<file path="src/rtl/nearest_neighbor_rgb565_downscaler_core_defines.svh">
// Assertion macros shared by the downscaler RTL.
`ifndef NEAREST_NEIGHBOR_RGB565_DOWNSCALER_CORE_DEFINES_SVH
`define NEAREST_NEIGHBOR_RGB565_DOWNSCALER_CORE_DEFINES_SVH

// Same-cycle implication, held off during reset.
`define NND_ASSERT_NOW(label, clk, rst_n, cond, expr) \
	label: assert property (@(posedge clk) disable iff (!rst_n) (cond) |-> (expr)) \
		else $error("nnd: same-cycle check failed");

// Next-cycle implication, held off during reset.
`define NND_ASSERT_NEXT(label, clk, rst_n, cond, expr) \
	label: assert property (@(posedge clk) disable iff (!rst_n) (cond) |=> (expr)) \
		else $error("nnd: next-cycle check failed");

`endif

</file>
<file path="src/rtl/nnd_pkg.sv">
package nnd_pkg;

	localparam int MAX_DIM = 1024;
	localparam int DIM_W   = $clog2(MAX_DIM);
	localparam int ACC_W   = 2 * DIM_W;
	localparam int BYTE_W  = 8;
	localparam int PIX_W   = 2 * BYTE_W;

	localparam logic [DIM_W-1:0] DIM_MAX   = DIM_W'(MAX_DIM - 1);
	localparam logic [DIM_W-1:0] RST_SRC_W = DIM_W'(96);
	localparam logic [DIM_W-1:0] RST_SRC_H = DIM_W'(95);
	localparam logic [DIM_W-1:0] RST_TGT_W = DIM_W'(32);
	localparam logic [DIM_W-1:0] RST_TGT_H = DIM_W'(32);

	typedef enum logic [1:0] {
		REG_SOURCE_WIDTH  = 2'd0,
		REG_SOURCE_HEIGHT = 2'd1,
		REG_TARGET_WIDTH  = 2'd2,
		REG_TARGET_HEIGHT = 2'd3
	} cfg_reg_t;

	// effective sizes after fitting and clamping
	typedef struct packed {
		logic [DIM_W-1:0] sw;
		logic [DIM_W-1:0] sh;
		logic [DIM_W-1:0] tw;
		logic [DIM_W-1:0] th;
	} dims_t;

	typedef struct packed {
		logic [PIX_W-1:0] pixel;
		logic [DIM_W-1:0] out_col;
		logic [DIM_W-1:0] out_row;
		logic             frame_done;
	} result_t;

	typedef struct packed {
		logic    valid;
		result_t res;
	} push_t;

	typedef struct packed {
		logic phase;
		logic finished;
	} scan_status_t;

	function automatic logic [DIM_W-1:0] fit_dim(input logic [DIM_W-1:0] v);
		logic [DIM_W-1:0] r;
		r = v;
		if (v == '0)
			r = DIM_W'(1);
		else if (v > DIM_MAX)
			r = DIM_MAX;
		return r;
	endfunction

endpackage

</file>
<file path="src/rtl/nnd_cfg.sv">
module nnd_cfg (
	input  logic                       clk,
	input  logic                       arst_n,
	input  logic                       wr_en,
	input  logic [1:0]                 wr_index,
	input  logic [nnd_pkg::DIM_W-1:0]  wr_data,
	output nnd_pkg::dims_t             dims
);

	logic [nnd_pkg::DIM_W-1:0] src_w_q, src_h_q, tgt_w_q, tgt_h_q;
	logic [nnd_pkg::DIM_W-1:0] sw, sh, tw, th;

	always_ff @(posedge clk or negedge arst_n) begin
		if (!arst_n) begin
			src_w_q <= nnd_pkg::RST_SRC_W;
			src_h_q <= nnd_pkg::RST_SRC_H;
			tgt_w_q <= nnd_pkg::RST_TGT_W;
			tgt_h_q <= nnd_pkg::RST_TGT_H;
		end else if (wr_en) begin
			unique case (nnd_pkg::cfg_reg_t'(wr_index))
				nnd_pkg::REG_SOURCE_WIDTH:  src_w_q <= wr_data;
				nnd_pkg::REG_SOURCE_HEIGHT: src_h_q <= wr_data;
				nnd_pkg::REG_TARGET_WIDTH:  tgt_w_q <= wr_data;
				nnd_pkg::REG_TARGET_HEIGHT: tgt_h_q <= wr_data;
			endcase
		end
	end

	// zero acts as one; target clamped to source
	always_comb begin
		sw = nnd_pkg::fit_dim(src_w_q);
		sh = nnd_pkg::fit_dim(src_h_q);
		tw = nnd_pkg::fit_dim(tgt_w_q);
		th = nnd_pkg::fit_dim(tgt_h_q);
		if (tw > sw)
			tw = sw;
		if (th > sh)
			th = sh;
		dims.sw = sw;
		dims.sh = sh;
		dims.tw = tw;
		dims.th = th;
	end

endmodule

</file>
<file path="src/rtl/nnd_scan.sv">
module nnd_scan (
	input  logic                          clk,
	input  logic                          arst_n,
	input  logic                          take,
	input  logic [nnd_pkg::BYTE_W-1:0]    data_byte,
	input  logic                          frame_start,
	input  nnd_pkg::dims_t                dims,
	output nnd_pkg::push_t                push,
	output nnd_pkg::scan_status_t         status
);

	localparam int DW = nnd_pkg::DIM_W;
	localparam int AW = nnd_pkg::ACC_W;

	logic                       phase_q, finished_q;
	logic [nnd_pkg::BYTE_W-1:0] hold_q;
	logic [DW-1:0]              src_col_q, src_row_q, dst_col_q, dst_row_q;
	logic [AW-1:0]              cta_q, cpa_q, rta_q, rpa_q;

	logic                       phase_d, finished_d;
	logic [nnd_pkg::BYTE_W-1:0] hold_d;
	logic [DW-1:0]              src_col_d, src_row_d, dst_col_d, dst_row_d;
	logic [AW-1:0]              cta_d, cpa_d, rta_d, rpa_d;

	logic [AW:0]                row_lim, col_lim;
	logic                       hit, done;
	logic [DW-1:0]              dc1, dr1, sc1, sr1;

	always_comb begin
		phase_d    = phase_q;
		finished_d = finished_q;
		hold_d     = hold_q;
		src_col_d  = src_col_q;
		src_row_d  = src_row_q;
		dst_col_d  = dst_col_q;
		dst_row_d  = dst_row_q;
		cta_d      = cta_q;
		cpa_d      = cpa_q;
		rta_d      = rta_q;
		rpa_d      = rpa_q;
		done       = 1'b0;
		hit        = 1'b0;

		row_lim = {1'b0, rpa_q} + (AW + 1)'(dims.th);
		col_lim = {1'b0, cpa_q} + (AW + 1)'(dims.tw);
		dc1     = dst_col_q + DW'(1);
		dr1     = dst_row_q + DW'(1);
		sc1     = src_col_q + DW'(1);
		sr1     = src_row_q + DW'(1);

		priority if (frame_start) begin
			// restart; flagged byte is the low byte of pixel zero
			phase_d    = 1'b1;
			finished_d = 1'b0;
			hold_d     = data_byte;
			src_col_d  = '0;
			src_row_d  = '0;
			dst_col_d  = '0;
			dst_row_d  = '0;
			cta_d      = '0;
			cpa_d      = '0;
			rta_d      = '0;
			rpa_d      = '0;
		end else if (finished_q) begin
			// idle until next frame start
		end else if (!phase_q) begin
			phase_d = 1'b1;
			hold_d  = data_byte;
		end else begin
			phase_d = 1'b0;
			hit = (rpa_q <= rta_q) && ({1'b0, rta_q} < row_lim) &&
			      (cpa_q <= cta_q) && ({1'b0, cta_q} < col_lim);
			if (hit) begin
				dst_col_d = dc1;
				cta_d     = cta_q + AW'(dims.sw);
				if (dc1 >= dims.tw) begin
					dst_col_d = '0;
					cta_d     = '0;
					dst_row_d = dr1;
					rta_d     = rta_q + AW'(dims.sh);
					if (dr1 >= dims.th) begin
						done       = 1'b1;
						finished_d = 1'b1;
					end
				end
			end
			src_col_d = sc1;
			cpa_d     = cpa_q + AW'(dims.tw);
			if (sc1 >= dims.sw) begin
				src_col_d = '0;
				cpa_d     = '0;
				dst_col_d = '0;
				cta_d     = '0;
				src_row_d = sr1;
				rpa_d     = rpa_q + AW'(dims.th);
				if (sr1 >= dims.sh)
					finished_d = 1'b1;
			end
		end
	end

	always_ff @(posedge clk or negedge arst_n) begin
		if (!arst_n) begin
			phase_q    <= 1'b0;
			finished_q <= 1'b1;
			hold_q     <= '0;
			src_col_q  <= '0;
			src_row_q  <= '0;
			dst_col_q  <= '0;
			dst_row_q  <= '0;
			cta_q      <= '0;
			cpa_q      <= '0;
			rta_q      <= '0;
			rpa_q      <= '0;
		end else if (take) begin
			phase_q    <= phase_d;
			finished_q <= finished_d;
			hold_q     <= hold_d;
			src_col_q  <= src_col_d;
			src_row_q  <= src_row_d;
			dst_col_q  <= dst_col_d;
			dst_row_q  <= dst_row_d;
			cta_q      <= cta_d;
			cpa_q      <= cpa_d;
			rta_q      <= rta_d;
			rpa_q      <= rpa_d;
		end
	end

	assign push.valid          = take && hit;
	assign push.res.pixel      = {data_byte, hold_q};
	assign push.res.out_col    = dst_col_q;
	assign push.res.out_row    = dst_row_q;
	assign push.res.frame_done = done;

	assign status.phase    = phase_q;
	assign status.finished = finished_q;

endmodule

</file>
<file path="src/rtl/nnd_outbuf.sv">
module nnd_outbuf (
	input  logic              clk,
	input  logic              arst_n,
	input  nnd_pkg::push_t    push,
	output logic              space,
	output logic              out_valid,
	input  logic              out_ready,
	output nnd_pkg::result_t  head
);

	logic [1:0]       cnt_q;
	nnd_pkg::result_t e0_q, e1_q;
	logic             pop;

	assign pop       = out_valid && out_ready;
	assign out_valid = (cnt_q != 2'd0);
	assign space     = (cnt_q != 2'd2);
	assign head      = e0_q;

	always_ff @(posedge clk or negedge arst_n) begin
		if (!arst_n)
			cnt_q <= 2'd0;
		else
			cnt_q <= cnt_q + 2'(push.valid) - 2'(pop);
	end

	// two-entry queue: e0 is the head
	always_ff @(posedge clk) begin
		if (pop) begin
			if (push.valid && cnt_q == 2'd1)
				e0_q <= push.res;
			else
				e0_q <= e1_q;
			if (push.valid && cnt_q == 2'd2)
				e1_q <= push.res;
		end else if (push.valid) begin
			if (cnt_q == 2'd0)
				e0_q <= push.res;
			else
				e1_q <= push.res;
		end
	end

endmodule

</file>
<file path="src/rtl/nearest_neighbor_rgb565_downscaler_core.sv">
// Channel   Handshake               Payload
// input     in_valid / in_ready     data_byte, frame_start
// output    out_valid / out_ready   pixel, out_col, out_row, frame_done
// config    cfg_valid / cfg_ready   cfg_index, cfg_data
//
// One byte per cycle while in_ready is high; a pixel is queued in a register on its high byte.
// Byte state and selection update in one pass at the input request.
// A two-entry output queue lets input continue while a pixel waits; in_ready
// drops only when both entries are held. cfg_ready is always high.
// Reset: default sizes 96x95 -> 32x32, no output until a frame start byte.
`include "nearest_neighbor_rgb565_downscaler_core_defines.svh"

module nearest_neighbor_rgb565_downscaler_core (
	input  logic                          clk,
	input  logic                          arst_n,
	input  logic                          in_valid,
	output logic                          in_ready,
	input  logic [nnd_pkg::BYTE_W-1:0]    data_byte,
	input  logic                          frame_start,
	output logic                          out_valid,
	input  logic                          out_ready,
	output logic [nnd_pkg::PIX_W-1:0]     pixel,
	output logic [nnd_pkg::DIM_W-1:0]     out_col,
	output logic [nnd_pkg::DIM_W-1:0]     out_row,
	output logic                          frame_done,
	input  logic                          cfg_valid,
	output logic                          cfg_ready,
	input  logic [1:0]                    cfg_index,
	input  logic [nnd_pkg::DIM_W-1:0]     cfg_data
);

	nnd_pkg::dims_t        dims;
	nnd_pkg::push_t        push;
	nnd_pkg::scan_status_t status;
	nnd_pkg::result_t      head;
	logic                  space;
	logic                  take;

	// size registers are always writable
	assign cfg_ready = 1'b1;
	assign in_ready  = space;
	assign take      = in_valid && in_ready;

	nnd_cfg u_cfg (
		.clk      (clk),
		.arst_n   (arst_n),
		.wr_en    (cfg_valid && cfg_ready),
		.wr_index (cfg_index),
		.wr_data  (cfg_data),
		.dims     (dims)
	);

	// byte pairing, source/target accumulators and the pick
	nnd_scan u_scan (
		.clk         (clk),
		.arst_n      (arst_n),
		.take        (take),
		.data_byte   (data_byte),
		.frame_start (frame_start),
		.dims        (dims),
		.push        (push),
		.status      (status)
	);

	nnd_outbuf u_outbuf (
		.clk       (clk),
		.arst_n    (arst_n),
		.push      (push),
		.space     (space),
		.out_valid (out_valid),
		.out_ready (out_ready),
		.head      (head)
	);

	assign pixel      = head.pixel;
	assign out_col    = head.out_col;
	assign out_row    = head.out_row;
	assign frame_done = head.frame_done;

	// a pixel is only produced on the high byte of an active frame
	`NND_ASSERT_NOW(a_push_high_byte, clk, arst_n, push.valid, status.phase && !frame_start && !status.finished)
	// nothing comes out between frames
	`NND_ASSERT_NOW(a_idle_quiet, clk, arst_n, take && status.finished && !frame_start, !push.valid)
	// last pixel of a frame parks the scanner
	`NND_ASSERT_NEXT(a_done_parks, clk, arst_n, push.valid && push.res.frame_done, status.finished)

endmodule

</file>
<file path="config.mk">
export PLATFORM = sky130hd
export DESIGN_NAME = nearest_neighbor_rgb565_downscaler_core
export DESIGN_NICKNAME = d
export VERILOG_FILES = /design/src/rtl/nnd_pkg.sv /design/src/rtl/nnd_cfg.sv /design/src/rtl/nnd_scan.sv /design/src/rtl/nnd_outbuf.sv /design/src/rtl/nearest_neighbor_rgb565_downscaler_core.sv
export VERILOG_INCLUDE_DIRS = /design/src /design/src/rtl
export SDC_FILE = /design/constraint.sdc
export NUM_CORES = 1
export LEC_CHECK = 0
export ABC_CLOCK_PERIOD_IN_PS = 12880
export BUFFER_PORTS_ARGS = -buffer_cell sky130_fd_sc_hd__buf_2
export CAP_MARGIN = 5
export CORE_AREA = 2 2 191 193
export DETAILED_ROUTE_END_ITERATION = 8
export DIE_AREA = 0 0 193 195
export GPL_TIMING_DRIVEN = 1
export PLACE_DENSITY = 0.65
export SYNTH_ARGS = -nofsm -noshare
export SYNTH_HDL_FRONTEND = slang
export SYNTH_HIERARCHICAL = 1
export SYNTH_SLANG_ARGS = --single-unit
export TNS_END_PERCENT = 20
</file>
<file path="constraint.sdc">
create_clock -name clk -period 12.88 [get_ports clk]
set_clock_uncertainty 0.2 [all_clocks]
set_input_delay 0 -clock clk [delete_from_list [all_inputs] [get_ports clk]]
set_output_delay 0 -clock clk [all_outputs]
set_load 0.02 [all_outputs]
</file>
---- Yosys cells after proc, flatten, opt, wreduce, memory -nomap -nowiden ----
Index checks and enable logic that the tools add are counted.
cells by class
  add/subtract/negate cells ............... 12
  order comparisons ....................... 14
  equality and inequality tests ........... 10
  muxes and demuxes ....................... 76
  reductions and logical operators ........ 34
operators by type and width
  cell                                                              number
  20-bit 2-to-1 mux                                                 19
  37-bit 2-to-1 mux                                                 8
  10-bit 2-to-1 mux                                                 29
  20-bit by 10-bit adder with 20-bit output                         4
  20-bit by 10-bit adder with 21-bit output                         2
  20-bit by 21-bit less-than comparator with 1-bit output           2
  10-bit by 1-bit adder with 10-bit output (second input constant)  4
  10-bit >= comparator                                              4
  10-bit > comparator (second input constant)                       4
  20-bit less-or-equal comparator                                   2
  10-bit zero test                                                  4
  8-bit 2-to-1 mux                                                  3
  10-bit > comparator                                               2
  1-bit 2-to-1 mux                                                  17
  2-bit nonzero test                                                7
  2-bit AND reduction                                               6
  3-bit AND reduction                                               3
  1-bit logical AND                                                 8
  2-bit inequality test (second input constant)                     4
  4-bit AND reduction                                               2
  2-bit == test (second input constant)                             3
  5-bit AND reduction                                               1
  2-bit by 1-bit == test with 1-bit output (second input constant)  2
  2-bit zero test                                                   2
  other kinds (4)                                                   4
storage, ports and cells
  register bits ........................... 246
  input bits .............................. 26
  output and inout port bits .............. 40
  word-level logic and storage cells ...... 170

---- Depth between registers and ports, before layout ----
  word-level depth ........................ 17
  mapped depth ............................ 34
  mapped depth without buffers ............ 29

---- Modules after synthesis ----
Netlist, hierarchy kept.
modules (own cells, without submodules)
  module                                   instances  cells each  area an instance (µm²)
  nnd_scan                                 1          1,379       11,646.2
  nnd_outbuf                               1          129         2,949.1
  nnd_cfg                                  1          317         2,925.3
  nearest_neighbor_rgb565_downscaler_core  1          3           17.5

---- Worst setup path after synthesis ----
Ideal clock, no wire load.
  path type ............................... reg2reg
  from .................................... register u_cfg/tgt_w_q[4] (netlist bit)
  to ...................................... register u_outbuf/e1_q[0] (netlist bit) (enable)
  arrival ................................. 7,111 ps
  required time ........................... 12,282 ps
  setup slack ............................. 5,171 ps
  cell stages (with the launch flop) ...... 31
  path buffers ............................ 3
  clock period less this slack ............ 7,709 ps
  cell sequence ........................... dfrtp_1 > or4_1 > nor4_2 > nor2_1 > ha_1 > nand2_1 > nor3_1 > nor3_1 > a211oi_1 > ha_1 > inv_1 > fa_1 > nor2b_1 > o2111ai_1 > nand3b_1 > a31o_2 > a21o_1 > nand3_1 > xor2_1 > ha_1 > a21o_1 > a211o_1 > a221oi_2 > nor2_1 > nor2_1 > o211ai_4 > buf_6 > buf_4 > buf_2 > nor2_1 > and3_1
RTL lines
  element                 line              RTL
  from (decl)             nnd_cfg.sv:10     logic [nnd_pkg::DIM_W-1:0] src_w_q, src_h_q, tgt_w_q, tgt_h_q;
  from (signal assigned)  nnd_cfg.sv:17     tgt_w_q <= nnd_pkg::RST_TGT_W;
  from (signal assigned)  nnd_cfg.sv:23     nnd_pkg::REG_TARGET_WIDTH: tgt_w_q <= wr_data;
  to (signal assigned)    nnd_outbuf.sv:35  e1_q <= push.res;
  to (signal assigned)    nnd_outbuf.sv:40  e1_q <= push.res;
  to (decl)               nnd_outbuf.sv:12  nnd_pkg::result_t e0_q, e1_q;

==> results.json <==
{
  "status": "finished, final reports clean",
  "fp.dieW_um": 193,
  "syn_inst": 1826,
  "cp.arrival_ns": 8.77,
  "leakagePower_nw": 8.711,
  "drv_cap": 0,
  "cts_setup_buffers": 0,
  "root_buffer": "clkbuf_16",
  "period_share_pct": 67.11,
  "power.density_nw_per_um2": 177.7,
  "gp_congestion": 0.8929,
  "io_buffers": 64,
  "critPathRequiredTime_ns": 13.01,
  "ctsHoldBuffers": 48,
  "drt-pass1-iter-count": 6,
  "crit_type": "reg -> reg",
  "synthesis.nets": 2039,
  "antenna_found_initial": 0,
  "core_um2": 35400,
  "grt_pass1_vias": 13920,
  "clk_path_buf_depth": 3,
  "end_kind": "register",
  "slew_headroom_pct": 29.04,
  "postSynthAreaPerCell_um2": 9.596,
  "overflow": 0,
  "fmaxAchievable_mhz": 115.7,
  "rsz0062_at_grt": "false",
  "rows": 69,
  "clkLatencyLatePin_ns": 0.58,
  "dpl.hpwl_um": 32730,
  "drtAntennaViolNets": 0,
  "min_path_type": "in -> reg",
  "vias": 14180,
  "ir_worst_vdd_v": 0.0001141,
  "num-nets-final": 2082,
  "io_pins": 66,
  "worstMarginPinSlew_ns": 1.056,
  "wl_um": 46280,
  "drtIter0Drc": 889,
  "slowest_stage": "nor3_1",
  "slowest_delay_ns": 0.80,
  "wl_per_cell_um": 19.68,
  "h-tree-depth": 1,
  "grt_pass1_wl_um": 75090,
  "syn_area_um2": 17520,
  "grt_usage_pct": 25.00,
  "clk_pin_slew_ns": 0.06,
  "antenna_cells": 0,
  "via_per_inst": 6.031,
  "initial_core_util_pct": 49.51,
  "slew_viol_final": 0,
  "syn2layout_area_growth_pct": 11.18,
  "setup_viol": 0,
  "fin_tns_setup_ns": 0,
  "synth_warnings": 6,
  "cts_tree": "built",
  "grt_max_degree": 93,
  "final_common_cell": "nand2_1",
  "crit_fanout": 24,
  "power.total_mw": 3.463,
  "die_area_um2": 37640,
  "finalHoldViolCount": 0,
  "cts_resized": 0,
  "die_h_um": 195,
  "final_cell_mix": "nand2_1, ha_1, dfrtp_1",
  "cp-start-kind": "register",
  "remaining_drc_errors": 0,
  "cts_sinks": 246,
  "cts_buffers": 29,
  "drive_gt1_share_pct": 13.96,
  "timing.final.crit_period_ns": 8.644,
  "cp_common_cell": "nor2_1"
}
==> metal layers <==
layer / vias to the layer above / share of wire, % / GRT usage, %
met5: - / 0 / 0
met4: 0 / 2.7 / 7.688
met3: 84 / 5.0 / 2.408
met2: 381 / 45 / 39.51
met1: 6944 / 47 / 36.20
li1: 6775 / - / -
==> worst paths after layout <==
| check | from | end | slack (ns) | cells after the start |
|---|---|---|---|---|
| setup / recovery | u_cfg/tgt_w_q[4] | u_outbuf/head[34] | 4.24 | 30 |
| hold / removal | data_byte[2] | u_scan/hold_q[2] | 0.03 | 3 |
| setup reg to reg | u_cfg/tgt_w_q[4] | u_outbuf/head[34] | 4.24 | 30 |
| hold reg to reg | u_scan/hold_q[4] | u_outbuf/e1_q[25] | 0.28 | 0 |
| max in group asynchronous | arst_n | u_scan/cpa_q[19] | 11.10 | 4 |
| min in group asynchronous | arst_n | u_cfg/tgt_h_q[5] | 0.34 | 3 |
==> metrics by stage <==
stage | setup slack (ns) | util, % | hold WS, ns | cell area, µm² | cells
floorplan | 5.171 | - | -0.4956 | 17520 | 1826
global placement | 4.677 | 50.72 | -0.004124 | 17950 | 2251
detailed placement | 4.349 | 50.72 | -0.002779 | 17950 | 2251
CTS | 4.299 | 55.04 | 0.0005906 | 19480 | 2352
global route | 3.685 | 55.04 | 0.02965 | 19480 | 2352
finish | 4.236 | 55.04 | 0.02885 | 19480 | 2352
==> critical path, delay by kind of cell (launching register included) <==
kind / cells / cell delay [ns]
AOI/OAI and AO/OA: 9 / 2.31
buffers and inverters: 2 / 0.56
adders and majority gates: 4 / 1.23
muxes: 1 / 0.39
xor gates and xnor gates: 1 / 0.17
DFF: 1 / 0.42
and+or+nand+nor: 13 / 3.12
==> sequential cells by signal, indices dropped and copies added, names as in the netlist, 2 cells and up <==
signal	flops
u_scan/dst_row_q	10
u_scan/rpa_q	20
u_outbuf/e1_q	37
u_cfg/src_w_q	10
u_cfg/tgt_w_q	10
u_scan/src_col_q	10
u_cfg/tgt_h_q	10
u_scan/src_row_q	10
u_scan/rta_q	20
u_scan/dst_col_q	10
u_outbuf/cnt_q	2
u_scan/cta_q	20
u_outbuf/head	37
u_cfg/src_h_q	10
u_scan/hold_q	8
u_scan/cpa_q	20
==> power by group <==
part	switching [mW]	internal (mW)
registers	0.131	0.915
logic	0.915	0.609
clock network	0.352	0.540
==> cell type report <==
type / count / area (µm²)
Tap cell: 461 / 576.8
Multi-Input combinational cell: 1345 / 9952
Inverter: 121 / 454.2
Fill cell: 3159 / 15910
Clock buffer: 32 / 747.0
Timing Repair Buffer: 126 / 929.6
Sequential cell: 246 / 6540
Clock inverter: 21 / 282.8
No activity file was read; power rests on OpenSTA's default activity.
